File: config.mk
export PLATFORM = sky130hd
export DESIGN_NAME = key_matrix_hid_report_builder
export DESIGN_NICKNAME = d
export VERILOG_FILES = /design/src/sv/kmhid_pkg.sv /design/src/sv/kmhid_ctrl.sv /design/src/sv/kmhid_datapath.sv /design/src/sv/key_matrix_hid_report_builder.sv
export VERILOG_INCLUDE_DIRS = /design/src /design/src/sv
export SDC_FILE = /design/constraint.sdc
export NUM_CORES = 1
export LEC_CHECK = 0
export ABC_AREA = 1
export ABC_CLOCK_PERIOD_IN_PS = 11100
export BUFFER_PORTS_ARGS = -buffer_cell sky130_fd_sc_hd__buf_2
export CORE_MARGIN = 2
export CORE_UTILIZATION = 27
export CTS_BUF_LIST = sky130_fd_sc_hd__clkbuf_8
export CTS_CLUSTER_DIAMETER = 60
export DETAILED_ROUTE_END_ITERATION = 12
export MAX_ROUTING_LAYER = met4
export PLACE_DENSITY_LB_ADDON = 0.3
export SETUP_SLACK_MARGIN = 0.1
export SLEW_MARGIN = 20
export SYNTH_ARGS = -nofsm -noshare
export SYNTH_HDL_FRONTEND = slang
export SYNTH_HIERARCHICAL = 1
export SYNTH_SLANG_ARGS = --single-unit
File: constraint.sdc
create_clock -name aclk -period 11.1 [get_ports aclk]
set_input_delay 1.665 -clock aclk [delete_from_list [all_inputs] [get_ports aclk]]
set_output_delay 1.665 -clock aclk [all_outputs]
set_load 0.005 [all_outputs]
File: src/sv/key_matrix_hid_report_builder_assert.svh
// ----------------------------------------------------------------------------
// Key matrix HID report builder assertion macros
// Assertion wrappers that compile away when SYNTH is defined.
// ----------------------------------------------------------------------------
`ifndef KEY_MATRIX_HID_REPORT_BUILDER_ASSERT_SVH
`define KEY_MATRIX_HID_REPORT_BUILDER_ASSERT_SVH

`ifndef SYNTH
// Checked while the block is out of reset.
`define KMHID_ASSERT(label, clk, rstn, prop, msg) \
    label: assert property (@(posedge clk) disable iff (!rstn) prop) else $error(msg);
// Checked on every edge, reset included.
`define KMHID_ASSERT_ALWAYS(label, clk, prop, msg) \
    label: assert property (@(posedge clk) prop) else $error(msg);
`else
`define KMHID_ASSERT(label, clk, rstn, prop, msg)
`define KMHID_ASSERT_ALWAYS(label, clk, prop, msg)
`endif

`endif

File: src/sv/kmhid_pkg.sv
// ----------------------------------------------------------------------------
// Key matrix HID report builder package
// Shared widths, the keycode table and the controller/datapath interface.
// ----------------------------------------------------------------------------
package kmhid_pkg;

    // Scan bitmap and position widths.
    localparam int IN_BITS  = 20;
    localparam int POS_W    = 5;
    localparam int COORD_W  = 5;
    localparam int KEY_W    = 8;

    // Report layout.
    localparam int NUM_SLOTS  = 6;
    localparam int SLOT_W     = 3;
    localparam int S_TDATA_W  = 24;
    localparam int M_TDATA_W  = 64;

    // Modifier keycode range.
    localparam logic [KEY_W-1:0] MOD_LOW  = 8'h80;
    localparam logic [KEY_W-1:0] MOD_HIGH = 8'h87;

    // Keycode table, row-major.
    localparam int TAB_ROWS = 5;
    localparam int TAB_COLS = 4;
    localparam logic [KEY_W-1:0] KEY_TABLE [TAB_ROWS][TAB_COLS] = '{
        '{8'h53, 8'h60, 8'h5E, 8'h62},
        '{8'h54, 8'h61, 8'h59, 8'h63},
        '{8'h55, 8'h57, 8'h5A, 8'h00},
        '{8'h56, 8'h5C, 8'h5B, 8'h00},
        '{8'h5F, 8'h5D, 8'h28, 8'h00}
    };

    // Keycode of a matrix coordinate; zero outside the table.
    function automatic logic [KEY_W-1:0] keycode_of(input logic [COORD_W-1:0] row,
                                                    input logic [COORD_W-1:0] col);
        logic [KEY_W-1:0] code;
        code = '0;
        if (row < COORD_W'(TAB_ROWS) && col < COORD_W'(TAB_COLS)) begin
            code = KEY_TABLE[row[2:0]][col[1:0]];
        end
        return code;
    endfunction

    function automatic logic is_modifier(input logic [KEY_W-1:0] code);
        return (code >= MOD_LOW) && (code <= MOD_HIGH);
    endfunction

    // Commands from the controller to the datapath.
    typedef struct packed {
        logic load;
        logic scan_step;
        logic prune_init;
        logic prune_step;
        logic append_init;
        logic append_step;
        logic fill_init;
        logic fill_step;
        logic out_load;
    } kmhid_cmd_t;

    // Status from the datapath to the controller.
    typedef struct packed {
        logic scan_last;
        logic prune_done;
        logic append_last;
        logic fill_done;
        logic out_free;
    } kmhid_status_t;

endpackage

File: src/sv/kmhid_ctrl.sv
// ----------------------------------------------------------------------------
// Key matrix HID report builder controller
// Sequences scan, prune, append, fill and report hand-off for one request.
// ----------------------------------------------------------------------------
`include "key_matrix_hid_report_builder_assert.svh"

module kmhid_ctrl (
    input  logic                    aclk,
    input  logic                    aresetn,
    input  logic                    s_tvalid,
    output logic                    s_tready,
    input  kmhid_pkg::kmhid_status_t status,
    output kmhid_pkg::kmhid_cmd_t    cmd
);

    typedef enum logic [2:0] {
        ST_IDLE,
        ST_SCAN,
        ST_PRUNE_SETUP,
        ST_PRUNE,
        ST_APPEND,
        ST_FILL_SETUP,
        ST_FILL,
        ST_EMIT
    } state_t;

    state_t state_reg;
    state_t state_next;

    // A new request is taken only between passes.
    assign s_tready = (state_reg == ST_IDLE);

    // Next state and the command for this cycle.
    always_comb begin
        state_next = state_reg;
        cmd        = '0;
        unique case (state_reg)
            ST_IDLE: begin
                if (s_tvalid) begin
                    cmd.load   = 1'b1;
                    state_next = ST_SCAN;
                end
            end
            ST_SCAN: begin
                cmd.scan_step = 1'b1;
                if (status.scan_last) begin
                    state_next = ST_PRUNE_SETUP;
                end
            end
            ST_PRUNE_SETUP: begin
                cmd.prune_init = 1'b1;
                state_next     = ST_PRUNE;
            end
            ST_PRUNE: begin
                if (status.prune_done) begin
                    cmd.append_init = 1'b1;
                    state_next      = ST_APPEND;
                end else begin
                    cmd.prune_step = 1'b1;
                end
            end
            ST_APPEND: begin
                cmd.append_step = 1'b1;
                if (status.append_last) begin
                    state_next = ST_FILL_SETUP;
                end
            end
            ST_FILL_SETUP: begin
                cmd.fill_init = 1'b1;
                state_next    = ST_FILL;
            end
            ST_FILL: begin
                if (status.fill_done) begin
                    state_next = ST_EMIT;
                end else begin
                    cmd.fill_step = 1'b1;
                end
            end
            ST_EMIT: begin
                if (status.out_free) begin
                    cmd.out_load = 1'b1;
                    state_next   = ST_IDLE;
                end
            end
            default: begin
                state_next = ST_IDLE;
            end
        endcase
    end

    // State register.
    always_ff @(posedge aclk) begin
        if (!aresetn) begin
            state_reg <= ST_IDLE;
        end else begin
            state_reg <= state_next;
        end
    end

    // The datapath must never see two commands at once.
    `KMHID_ASSERT(a_cmd_single, aclk, aresetn, $onehot0(cmd), "more than one command issued")
    // Reset always returns the sequencer to idle.
    `KMHID_ASSERT_ALWAYS(a_reset_idle, aclk, !aresetn |=> (state_reg == ST_IDLE), "not idle after reset")
    // A finished report waits while the output register is still occupied.
    `KMHID_ASSERT(a_emit_wait, aclk, aresetn, (state_reg == ST_EMIT && !status.out_free) |=> (state_reg == ST_EMIT), "report left before the output was free")

endmodule

File: src/sv/kmhid_datapath.sv
// ----------------------------------------------------------------------------
// Key matrix HID report builder datapath
// Held-key list, scan bitmaps, modifier tracking and the report register.
// ----------------------------------------------------------------------------
`include "key_matrix_hid_report_builder_assert.svh"

module kmhid_datapath #(
    parameter int ROWS        = 5,
    parameter int COLS        = 4,
    parameter int MAX_HELD    = 10,
    parameter int REPORT_KEYS = 6
) (
    input  logic                               aclk,
    input  logic                               aresetn,
    input  kmhid_pkg::kmhid_cmd_t              cmd,
    output kmhid_pkg::kmhid_status_t           status,
    input  logic [kmhid_pkg::IN_BITS-1:0]      key_matrix,
    output logic                               m_tvalid,
    input  logic                               m_tready,
    output logic [kmhid_pkg::M_TDATA_W-1:0]    m_tdata
);

    localparam int POS_W   = kmhid_pkg::POS_W;
    localparam int COORD_W = kmhid_pkg::COORD_W;
    localparam int KEY_W   = kmhid_pkg::KEY_W;
    localparam int SLOT_W  = kmhid_pkg::SLOT_W;
    localparam int NPOS    = (ROWS * COLS < kmhid_pkg::IN_BITS) ? ROWS * COLS
                                                                 : kmhid_pkg::IN_BITS;
    localparam int CNT_W   = $clog2(MAX_HELD + 1);
    localparam int IDX_W   = (MAX_HELD > 1) ? $clog2(MAX_HELD) : 1;
    localparam logic [POS_W-1:0]   LAST_POS   = POS_W'(NPOS - 1);
    localparam logic [COORD_W-1:0] LAST_COL   = COORD_W'(COLS - 1);
    localparam logic [CNT_W-1:0]   MAX_CNT    = CNT_W'(MAX_HELD);
    localparam logic [SLOT_W-1:0]  SLOT_LIMIT = SLOT_W'(REPORT_KEYS);

    // Control and counter registers.
    logic [kmhid_pkg::IN_BITS-1:0] matrix_reg;
    logic [kmhid_pkg::IN_BITS-1:0] scan_map_reg;
    logic [kmhid_pkg::IN_BITS-1:0] held_map_reg;
    logic [CNT_W-1:0]              scan_cnt_reg;
    logic [CNT_W-1:0]              held_cnt_reg;
    logic [CNT_W-1:0]              idx_reg;
    logic [CNT_W-1:0]              keep_reg;
    logic [POS_W-1:0]              pos_reg;
    logic [COORD_W-1:0]            row_reg;
    logic [COORD_W-1:0]            col_reg;
    logic [1:0]                    mod_cnt_reg;
    logic [KEY_W-1:0]              mod_code_reg;
    logic [SLOT_W-1:0]             slot_reg;
    logic                          m_tvalid_reg;

    // Payload storage.
    logic [POS_W-1:0]              held_pos_reg [MAX_HELD];
    logic [KEY_W-1:0]              held_key_reg [MAX_HELD];
    logic [KEY_W-1:0]              slot_key_reg [kmhid_pkg::NUM_SLOTS];
    logic [kmhid_pkg::M_TDATA_W-1:0] m_tdata_reg;

    logic [KEY_W-1:0] cur_key;
    logic [POS_W-1:0] rd_pos;
    logic [KEY_W-1:0] rd_key;
    logic             keep_hit;
    logic             append_hit;
    logic             mod_one;
    logic             fill_skip;
    logic             mod_event;
    logic [KEY_W-1:0] mod_key;

    // Keycode of the position under the scan cursor and the list entry under idx.
    assign cur_key    = kmhid_pkg::keycode_of(row_reg, col_reg);
    assign rd_pos     = held_pos_reg[idx_reg[IDX_W-1:0]];
    assign rd_key     = held_key_reg[idx_reg[IDX_W-1:0]];
    assign keep_hit   = scan_map_reg[rd_pos];
    assign append_hit = scan_map_reg[pos_reg] && !held_map_reg[pos_reg]
                        && (held_cnt_reg < MAX_CNT);
    assign mod_one    = (mod_cnt_reg == 2'd1);
    assign fill_skip  = mod_one && (rd_key == mod_code_reg);

    // A modifier is counted whenever a modifier entry lands in the final list.
    always_comb begin
        mod_event = 1'b0;
        mod_key   = cur_key;
        if (cmd.prune_step && keep_hit) begin
            mod_event = kmhid_pkg::is_modifier(rd_key);
            mod_key   = rd_key;
        end else if (cmd.append_step && append_hit) begin
            mod_event = kmhid_pkg::is_modifier(cur_key);
        end
    end

    // Status back to the controller.
    always_comb begin
        status.scan_last   = (pos_reg == LAST_POS);
        status.prune_done  = (idx_reg == held_cnt_reg);
        status.append_last = (pos_reg == LAST_POS);
        status.fill_done   = (idx_reg == held_cnt_reg) || (slot_reg == SLOT_LIMIT);
        status.out_free    = !m_tvalid_reg || m_tready;
    end

    // Control state: counters, bitmaps and the output valid flag.
    always_ff @(posedge aclk) begin
        if (!aresetn) begin
            held_map_reg <= '0;
            held_cnt_reg <= '0;
            scan_map_reg <= '0;
            scan_cnt_reg <= '0;
            idx_reg      <= '0;
            keep_reg     <= '0;
            pos_reg      <= '0;
            row_reg      <= '0;
            col_reg      <= '0;
            mod_cnt_reg  <= '0;
            slot_reg     <= '0;
            m_tvalid_reg <= 1'b0;
        end else begin
            // Start of a request: clear the scan bitmap and cursor.
            if (cmd.load) begin
                scan_map_reg <= '0;
                scan_cnt_reg <= '0;
                pos_reg      <= '0;
                row_reg      <= '0;
                col_reg      <= '0;
            end

            // Keep the first MAX_HELD pressed positions in scan order.
            if (cmd.scan_step) begin
                if (matrix_reg[pos_reg] && (scan_cnt_reg < MAX_CNT)) begin
                    scan_map_reg[pos_reg] <= 1'b1;
                    scan_cnt_reg          <= scan_cnt_reg + 1'b1;
                end
            end

            // Released keys leave the held set before compaction.
            if (cmd.prune_init) begin
                held_map_reg <= held_map_reg & scan_map_reg;
                idx_reg      <= '0;
                keep_reg     <= '0;
                mod_cnt_reg  <= '0;
            end

            if (cmd.prune_step) begin
                idx_reg <= idx_reg + 1'b1;
                if (keep_hit) begin
                    keep_reg <= keep_reg + 1'b1;
                end
            end

            // The compacted length becomes the list length, and the cursor rewinds.
            if (cmd.append_init) begin
                held_cnt_reg <= keep_reg;
                pos_reg      <= '0;
                row_reg      <= '0;
                col_reg      <= '0;
            end

            if (cmd.append_step && append_hit) begin
                held_map_reg[pos_reg] <= 1'b1;
                held_cnt_reg          <= held_cnt_reg + 1'b1;
            end

            // Scan cursor walks positions in row-major order.
            if (cmd.scan_step || cmd.append_step) begin
                pos_reg <= pos_reg + 1'b1;
                if (col_reg == LAST_COL) begin
                    col_reg <= '0;
                    row_reg <= row_reg + 1'b1;
                end else begin
                    col_reg <= col_reg + 1'b1;
                end
            end

            // Modifier count saturates at two.
            if (mod_event && (mod_cnt_reg != 2'd2)) begin
                mod_cnt_reg <= mod_cnt_reg + 2'd1;
            end

            if (cmd.fill_init) begin
                idx_reg  <= '0;
                slot_reg <= '0;
            end

            if (cmd.fill_step) begin
                idx_reg <= idx_reg + 1'b1;
                if (!fill_skip) begin
                    slot_reg <= slot_reg + 1'b1;
                end
            end

            // Output valid: set on load, cleared when the report is taken.
            if (cmd.out_load) begin
                m_tvalid_reg <= 1'b1;
            end else if (m_tready) begin
                m_tvalid_reg <= 1'b0;
            end
        end
    end

    // Payload: held list, report slots and output data.
    always_ff @(posedge aclk) begin
        if (cmd.load) begin
            matrix_reg <= key_matrix;
        end

        if (cmd.prune_step && keep_hit) begin
            held_pos_reg[keep_reg[IDX_W-1:0]] <= rd_pos;
            held_key_reg[keep_reg[IDX_W-1:0]] <= rd_key;
        end

        if (cmd.append_step && append_hit) begin
            held_pos_reg[held_cnt_reg[IDX_W-1:0]] <= pos_reg;
            held_key_reg[held_cnt_reg[IDX_W-1:0]] <= cur_key;
        end

        if (mod_event) begin
            mod_code_reg <= mod_key;
        end

        if (cmd.fill_init) begin
            for (int i = 0; i < kmhid_pkg::NUM_SLOTS; i++) begin
                slot_key_reg[i] <= '0;
            end
        end

        if (cmd.fill_step && !fill_skip) begin
            slot_key_reg[slot_reg] <= rd_key;
        end

        // Report layout from the lowest bit: modifier, reserved, six key slots.
        if (cmd.out_load) begin
            m_tdata_reg <= {7'b0,
                            slot_key_reg[5], slot_key_reg[4], slot_key_reg[3],
                            slot_key_reg[2], slot_key_reg[1], slot_key_reg[0],
                            1'b0,
                            (mod_one ? mod_code_reg : {KEY_W{1'b0}})};
        end
    end

    assign m_tvalid = m_tvalid_reg;
    assign m_tdata  = m_tdata_reg;

    // Between requests the bitmap and the list length agree.
    `KMHID_ASSERT(a_map_matches_count, aclk, aresetn, cmd.load |-> ($countones(held_map_reg) == held_cnt_reg), "held bitmap and count disagree")
    // A report never overwrites one that is still waiting.
    `KMHID_ASSERT(a_no_overwrite, aclk, aresetn, cmd.out_load |-> (!m_tvalid_reg || m_tready), "report register overwritten")
    // A fill step stays inside the list and the slot range.
    `KMHID_ASSERT(a_fill_bounds, aclk, aresetn, cmd.fill_step |-> ((slot_reg < SLOT_LIMIT) && (idx_reg < held_cnt_reg)), "fill step out of range")

endmodule

File: src/sv/key_matrix_hid_report_builder.sv
// ----------------------------------------------------------------------------
// Key matrix HID report builder
// Turns each key matrix scan into an 8-byte keyboard report.
//
//   Channel   Direction  Payload
//   s_        in         key_matrix (one scan bitmap)
//   m_        out        modifier, reserved, six key slots
//
// From acceptance to the report entering the output register, one scan runs a
// walk over the matrix positions, a prune over the keys held before the scan,
// a second walk over the matrix positions to append new keys, and a fill over
// the list entries; the two walks over the matrix positions dominate. The next
// scan is accepted from the cycle after the report has been loaded, even while
// it still waits to be taken; a stalled report holds the controller before
// loading. Reset is synchronous and empties the held list.
// ----------------------------------------------------------------------------
module key_matrix_hid_report_builder #(
    parameter int ROWS        = 5,
    parameter int COLS        = 4,
    parameter int MAX_HELD    = 10,
    parameter int REPORT_KEYS = 6
) (
    input  logic                               aclk,
    input  logic                               aresetn,
    // Scan input.
    input  logic                               s_tvalid,
    output logic                               s_tready,
    input  logic [kmhid_pkg::S_TDATA_W-1:0]    s_tdata,   // [19:0] key_matrix
    // Report output.
    output logic                               m_tvalid,
    input  logic                               m_tready,
    output logic [kmhid_pkg::M_TDATA_W-1:0]    m_tdata    // [7:0] modifier_byte,
                                                          // [8] reserved_bit,
                                                          // [16:9] key_slot_one,
                                                          // [24:17] key_slot_two,
                                                          // [32:25] key_slot_three,
                                                          // [40:33] key_slot_four,
                                                          // [48:41] key_slot_five,
                                                          // [56:49] key_slot_six
);

    kmhid_pkg::kmhid_cmd_t    cmd;
    kmhid_pkg::kmhid_status_t status;

    // Sequencer.
    kmhid_ctrl u_ctrl (
        .aclk     (aclk),
        .aresetn  (aresetn),
        .s_tvalid (s_tvalid),
        .s_tready (s_tready),
        .status   (status),
        .cmd      (cmd)
    );

    // Held list and report datapath.
    kmhid_datapath #(
        .ROWS        (ROWS),
        .COLS        (COLS),
        .MAX_HELD    (MAX_HELD),
        .REPORT_KEYS (REPORT_KEYS)
    ) u_datapath (
        .aclk       (aclk),
        .aresetn    (aresetn),
        .cmd        (cmd),
        .status     (status),
        .key_matrix (s_tdata[kmhid_pkg::IN_BITS-1:0]),
        .m_tvalid   (m_tvalid),
        .m_tready   (m_tready),
        .m_tdata    (m_tdata)
    );

endmodule
==> out/results.tsv, run 1 <==
metric	value	unit
p_per_area	172.0	nW/um^2
first_iter_violations	924	
core_area	61370	um^2
drive_gt1_frac	0.1108	
path_delay_family	simple AND/OR/NAND/NOR gates	
syn_inst	1850	
startpoint_type	register	
viasPerCell	4.788	
antenna_found_initial	1	
slew_headroom	0.2860	
dp_worst_setup_slack	5.917	ns
largest_reg_flops	80	
clock_tree.root_cell	clkbuf_8	
fmax	0.1897	GHz
cts.sinks	346	
crit_required	11.37	ns
crit_buf_inv	2	
io_buffers	81	
initial_core_util	0.2717	
die_x	252.5	um
avgSynthCellArea	9.015	um^2
synth_top_area_frac	0.4537	
vdd.ir_drop.worst	0.07960	mV
post_cts_resized	0	
syn-cell-area	16680	um^2
dieArea	63770	um^2
nets	1958	
finalHoldViolations	0	
final-seq-area	9450	um^2
io_pins	94	
leakagePower	0.007318	uW
place_congestion	0.8345	
rsz0062_at_grt	false	
yosysUniqueCellTypes	51	
antenna_left	0	
wl	45960	um
worst_hold_slack	0.4156	ns
synth_seq_cells	346	
setup_tns	0	ns
holdCritPathClass	reg -> reg	
dp.cells	2631	
grt_pass1_vias	12927	
cts_setup_buffers	0	
grt.overflow.total	0	
synth_warnings	6	
ys_async_sr_fraction	0	
numCtsBuffers	58	
status	finished, final reports clean	
grt_max_degree	64	
skew	0.06421	ns
path_class	reg -> reg	
setup_viol	0	
grt_pass1_wl	71680	um
hpwl	29320	um
min_period	5.271	ns
wl_per_cell	16.77	um
vias	13124	
drt_pre_antenna_iters	5	
synth_edf_count	252	
cts_tree	yes	
finalPower	3217	uW
synth-seq-area-share	0.5666	
syn_to_final_growth	12.15	%
grt.total_usage	0.1473	
fillers	6454	
fp.dieH	252.5	um
cap_violations	0	
worstSkewPairLatency	0.69	ns
drv_slew	0	
drc_errors	0	
multi_input_area	6083	um^2
synth_top_area_cell	edfxtp_1	
critical_path.slowest_cell	dfxtp_1	
num_rows	91	
critPathArrivalTime	5.54	ns
hold_buffers	0	
synth_area_leaders	edfxtp_1 45%, dfxtp_1 11%, nand2_1 8.8%, o21ai_0 5.2%, nor2_1 5.2%	
crit_top_cell	nand2_1	
period_share	0.4748	
layoutNonFillerInstCount	2741	
crit_chain	inv_1 -> nand3_1 -> nand3_2 -> nand2_2 -> nand2_1 -> o21ai_1 -> nor2_1 -> nor2_1 -> nor2_1 -> nand2_1 -> nand2_2 -> inv_2 -> nand2_1 -> nand2_1	
crit_path_end_kind	register	
cpPeakStageDelay	0.83	ns
setup_slack	5.829	ns
clk_pin_slew_worst_paths	0.06	ns
worstPathMaxFanout	41	
synthFlopType	edfxtp_1	
worst_pin_slew	1.070	ns
htreeDepth	2	
clk_path_buf_depth	3	
-- final timing paths --
| check | start | to | slack, ns | depth (start not counted) |
|---|---|---|---|---|
| max | register | u_datapath/held_pos_reg[3][0]$_DFFE_PP_ | 5.83 | 14 |
| min | u_datapath/slot_key_reg[5][3]$_SDFFCE_PN0P_ | u_datapath/m_tdata[52]$_DFFE_PP_ | 0.42 | 0 |
| max reg2reg | register | u_datapath/held_pos_reg[3][0]$_DFFE_PP_ | 5.83 | 14 |
| min reg2reg | u_datapath/slot_key_reg[5][3]$_SDFFCE_PN0P_ | u_datapath/m_tdata[52]$_DFFE_PP_ | 0.42 | 0 |
-- placed cells by master, fill, tap and decap left out, types with 29 or more instances in the layout --
cell type,count
o21ai_1,33
edfxtp_1,252
nand3_1,101
dfxtp_1,93
inv_1,176
nand4_1,30
nor2_1,228
o22ai_1,52
nand2_1,389
a21oi_1,93
clkbuf_8,65
buf_2,81
ha_1,29
o21ai_0,172
-- final cells by class --
| cell class | count | share of cell area |
|---|---|---|
| Sequential cell | 346 | 0.5053 |
| Multi-Input combinational cell | 1241 | 0.3253 |
| Tap cell | 790 | 0.05285 |
| Clock buffer | 65 | 0.04783 |
| Inverter | 163 | 0.03278 |
| Timing Repair Buffer | 91 | 0.02569 |
| Clock inverter | 44 | 0.01017 |
| Antenna cell | 1 | 0.0001338 |
-- synth_stat cells, types with 5 or more instances --
cell and instances:
buf_6 6, nor3_1 12, inv_1 141, inv_2 12
nor2_1 229, xnor2_1 5, clkinv_1 10, nand4_1 30
o21ai_0 172, nand2_2 13, edfxtp_1 252, nand2_1 389
o22ai_1 52, nand3_2 6, ha_1 29, nand2_4 8
buf_2 31, buf_4 20, o21ai_1 33, xor2_1 9
dfxtp_1 94, nand3_1 101, a211oi_1 6, clkbuf_1 45
a21oi_1 93, o211ai_1 9
-- per-layer routing --
metal  track usage  vias to the layer above  wire length, um
met1        0.1824                     6264            20490
li1              -                     6392                -
met3       0.02451                       92             2508
met5             -                        -                0
met4       0.06036                        0             1303
met2        0.2389                      376            21650
-- power by group --
part	switching [uW]	leakage [uW]	total, uW	internal [uW]
registers	37.6	0.00289	1500	1460
clock network	526	0.000682	1060	536
logic	493	0.00374	652	159
total	1060	0.00732	3220	2160
-- per-stage QoR --
stage               utilization  cell area (um^2)
floorplan                     -             16700
global placement         0.2870             17610
detailed placement       0.2870             17610
CTS                      0.3047             18700
global route             0.3048             18700
finish                   0.3048             18700
-- kinds of logic (layout without fill, tap and decap cells) --
family,after synthesis,after routing,synth area share
other,1,9,0.0002249
AND/OR/NAND/NOR,804,804,0.2066
AO/OA/AOI/OAI,386,386,0.1265
flip-flops,346,346,0.5666
XOR/XNOR,14,14,0.007353
adder cells (fa/ha/maj),29,29,0.02176
buffers and inverters,270,363,0.07097
Note: power is estimated with default switching activity, not from simulation.
==> run 2, diff against run 1 <==
- ABC_CLOCK_PERIOD_IN_PS: 11100 -> 5200
- clock period: 11.1 -> 5.2 ns (I/O delays scaled with it)
==> run 2 against run 1 <==
  * Core utilization rose by 0.58 points
  * Via count rose by 1.3%
  * Critical endpoint is now u_datapath/held_pos_reg[5][2]$_DFFE_PP_
  * Sequential power rose by 110%
==> out/results.tsv, run 2 (synthesis gave the netlist of run 1 again) <==
metric	value	unit
status	finished, final reports clean	
syn_to_final_growth	14.27	%
cts_setup_buffers	0	
antenna_left	0	
cap_violations	0	
power_frac_seq	0.460	
worst_pin_slew	0.9266	ns
grt.overflow.total	0	
wl_per_cell	16.34	um
largest_reg_flops	80	
clock_tree.root_cell	clkbuf_8	
drt_pre_antenna_iters	6	
pwr-share-comb	0.205	
setup_viol	0	
rsz0062_at_grt	false	
initial_core_util	0.2717	
dieArea	63770	um^2
path_class	reg -> reg	
htreeDepth	2	
viasPerCell	4.770	
cts.sinks	346	
drc_errors	0	
cts_tree	yes	
crit_required	5.53	ns
leakagePower	0.007481	uW
grt_pass1_wl	70900	um
grt_pass1_vias	12638	
die_x	252.5	um
p_per_area	365.3	nW/um^2
p_sw_frac	0.3305	
critPathArrivalTime	4.45	ns
wl	45530	um
dp_worst_setup_slack	1.099	ns
internal_power	4661	uW
holdCritPathClass	in -> reg	
power_switching	2301	uW
crit_path_end_kind	register	
grt_max_degree	64	
drv_slew	0	
min_period	4.113	ns
worstSkewPairLatency	0.69	ns
fin_area	19060	um^2
clk_pin_slew_worst_paths	0.06	ns
drive_gt1_frac	0.1318	
hold_buffers	0	
fp.dieH	252.5	um
vias	13289	
first_iter_violations	1055	
fmax	0.2431	GHz
final_common_cell	nand2_1	
worstPathMaxFanout	26	
grt.total_usage	0.1445	
io_buffers	81	
placed_area	17950	um^2
vdd.ir_drop.worst	0.1578	mV
setup_slack	1.087	ns
startpoint_type	register	
finalHoldViolations	0	
period_share	0.7909	
core_area	61370	um^2
io_pins	94	
clk_path_buf_depth	3	
hpwl	30560	um
skew	0.06211	ns
nets	2001	
fillers	6328	
post_cts_resized	0	
setup_tns	0	ns
numCtsBuffers	59	
num_rows	91	
place_congestion	0.8465	
slew_headroom	0.3816	
power.share.clock	0.335	
hp-start	s_tdata[16]	
antenna_found_initial	1	
worst_hold_slack	0.3010	ns
mostFrequentLayoutCells	389 x nand2_1, 252 x edfxtp_1, 229 x nor2_1, 172 x o21ai_0, 157 x inv_1	
[run 2: cell count changes in the layout (fill, tap and decap cells not counted), sizes merged]
| cell | delta |
|---|---|
| buf | +42 |
| bufinv | +2 |
| clkbuf | -6 |
| clkinv | +25 |
| inv | -18 |
[run 2: through the flow]
step / power [uW] / utilization / instances
floorplan: 4185 / - / 1857
global placement: 4651 / 0.2924 / 2673
detailed placement: 4674 / 0.2924 / 2673
CTS: 7034 / 0.3105 / 2785
global route: 7327 / 0.3105 / 2786
finish: 6962 / 0.3105 / 2786
[run 2: worst max-delay path, stage by stage, from the launching register on]
cell     delay, ns
dfxtp_2       0.41
inv_2         0.40
nand2_1       0.09
nand3_1       0.10
nand3_1       0.12
nand3_1       0.11
nand2_1       0.17
inv_1         0.47
nand3_1       0.16
nand3_1       0.12
nand3_1       0.07
nand2_1       0.17
nand2_2       0.26
inv_2         0.27
buf_4         0.29
nand2_2       0.13
nand2_1       0.21
buf_4         0.24
[run 2: cell type report]
cell class | instances | area, um^2 | share of cell area
Sequential cell | 346 | 9450 | 0.4959
Antenna cell | 1 | 2.502 | 0.0001313
Clock buffer | 59 | 812.0 | 0.04261
Inverter | 163 | 613.1 | 0.03217
Timing Repair Buffer | 133 | 808.3 | 0.04241
Multi-Input combinational cell | 1241 | 6087 | 0.3194
Tap cell | 790 | 988.4 | 0.05187
Clock inverter | 53 | 295.3 | 0.01549
[run 2: per-layer routing]
metal / share of wire / GRT usage / up-vias
met2: 0.47 / 0.2364 / 416
met1: 0.44 / 0.1822 / 6310
met3: 0.056 / 0.02204 / 83
met4: 0.026 / 0.04937 / 0
met5: 0 / - / -
li1: - / - / 6480
[run 2: final timing paths]
check | to | slack [ns] | cells after the start
setup / recovery | u_datapath/held_pos_reg[5][2]$_DFFE_PP_ | 1.09 | 17
hold / removal | u_datapath/matrix_reg[16]$_DFFE_PP_ | 0.30 | 1
setup reg to reg | u_datapath/held_pos_reg[5][2]$_DFFE_PP_ | 1.09 | 17
hold reg to reg | u_datapath/m_tdata[27]$_DFFE_PP_ | 0.42 | 0
[run 2: power by group through the flow]
stage,logic [uW],registers [uW],clock network [uW]
floorplan,946,3240,0
global placement,1390,3260,0
detailed placement,1410,3260,0
CTS,1420,3200,2410
global route,1580,3220,2530
finish,1430,3200,2330
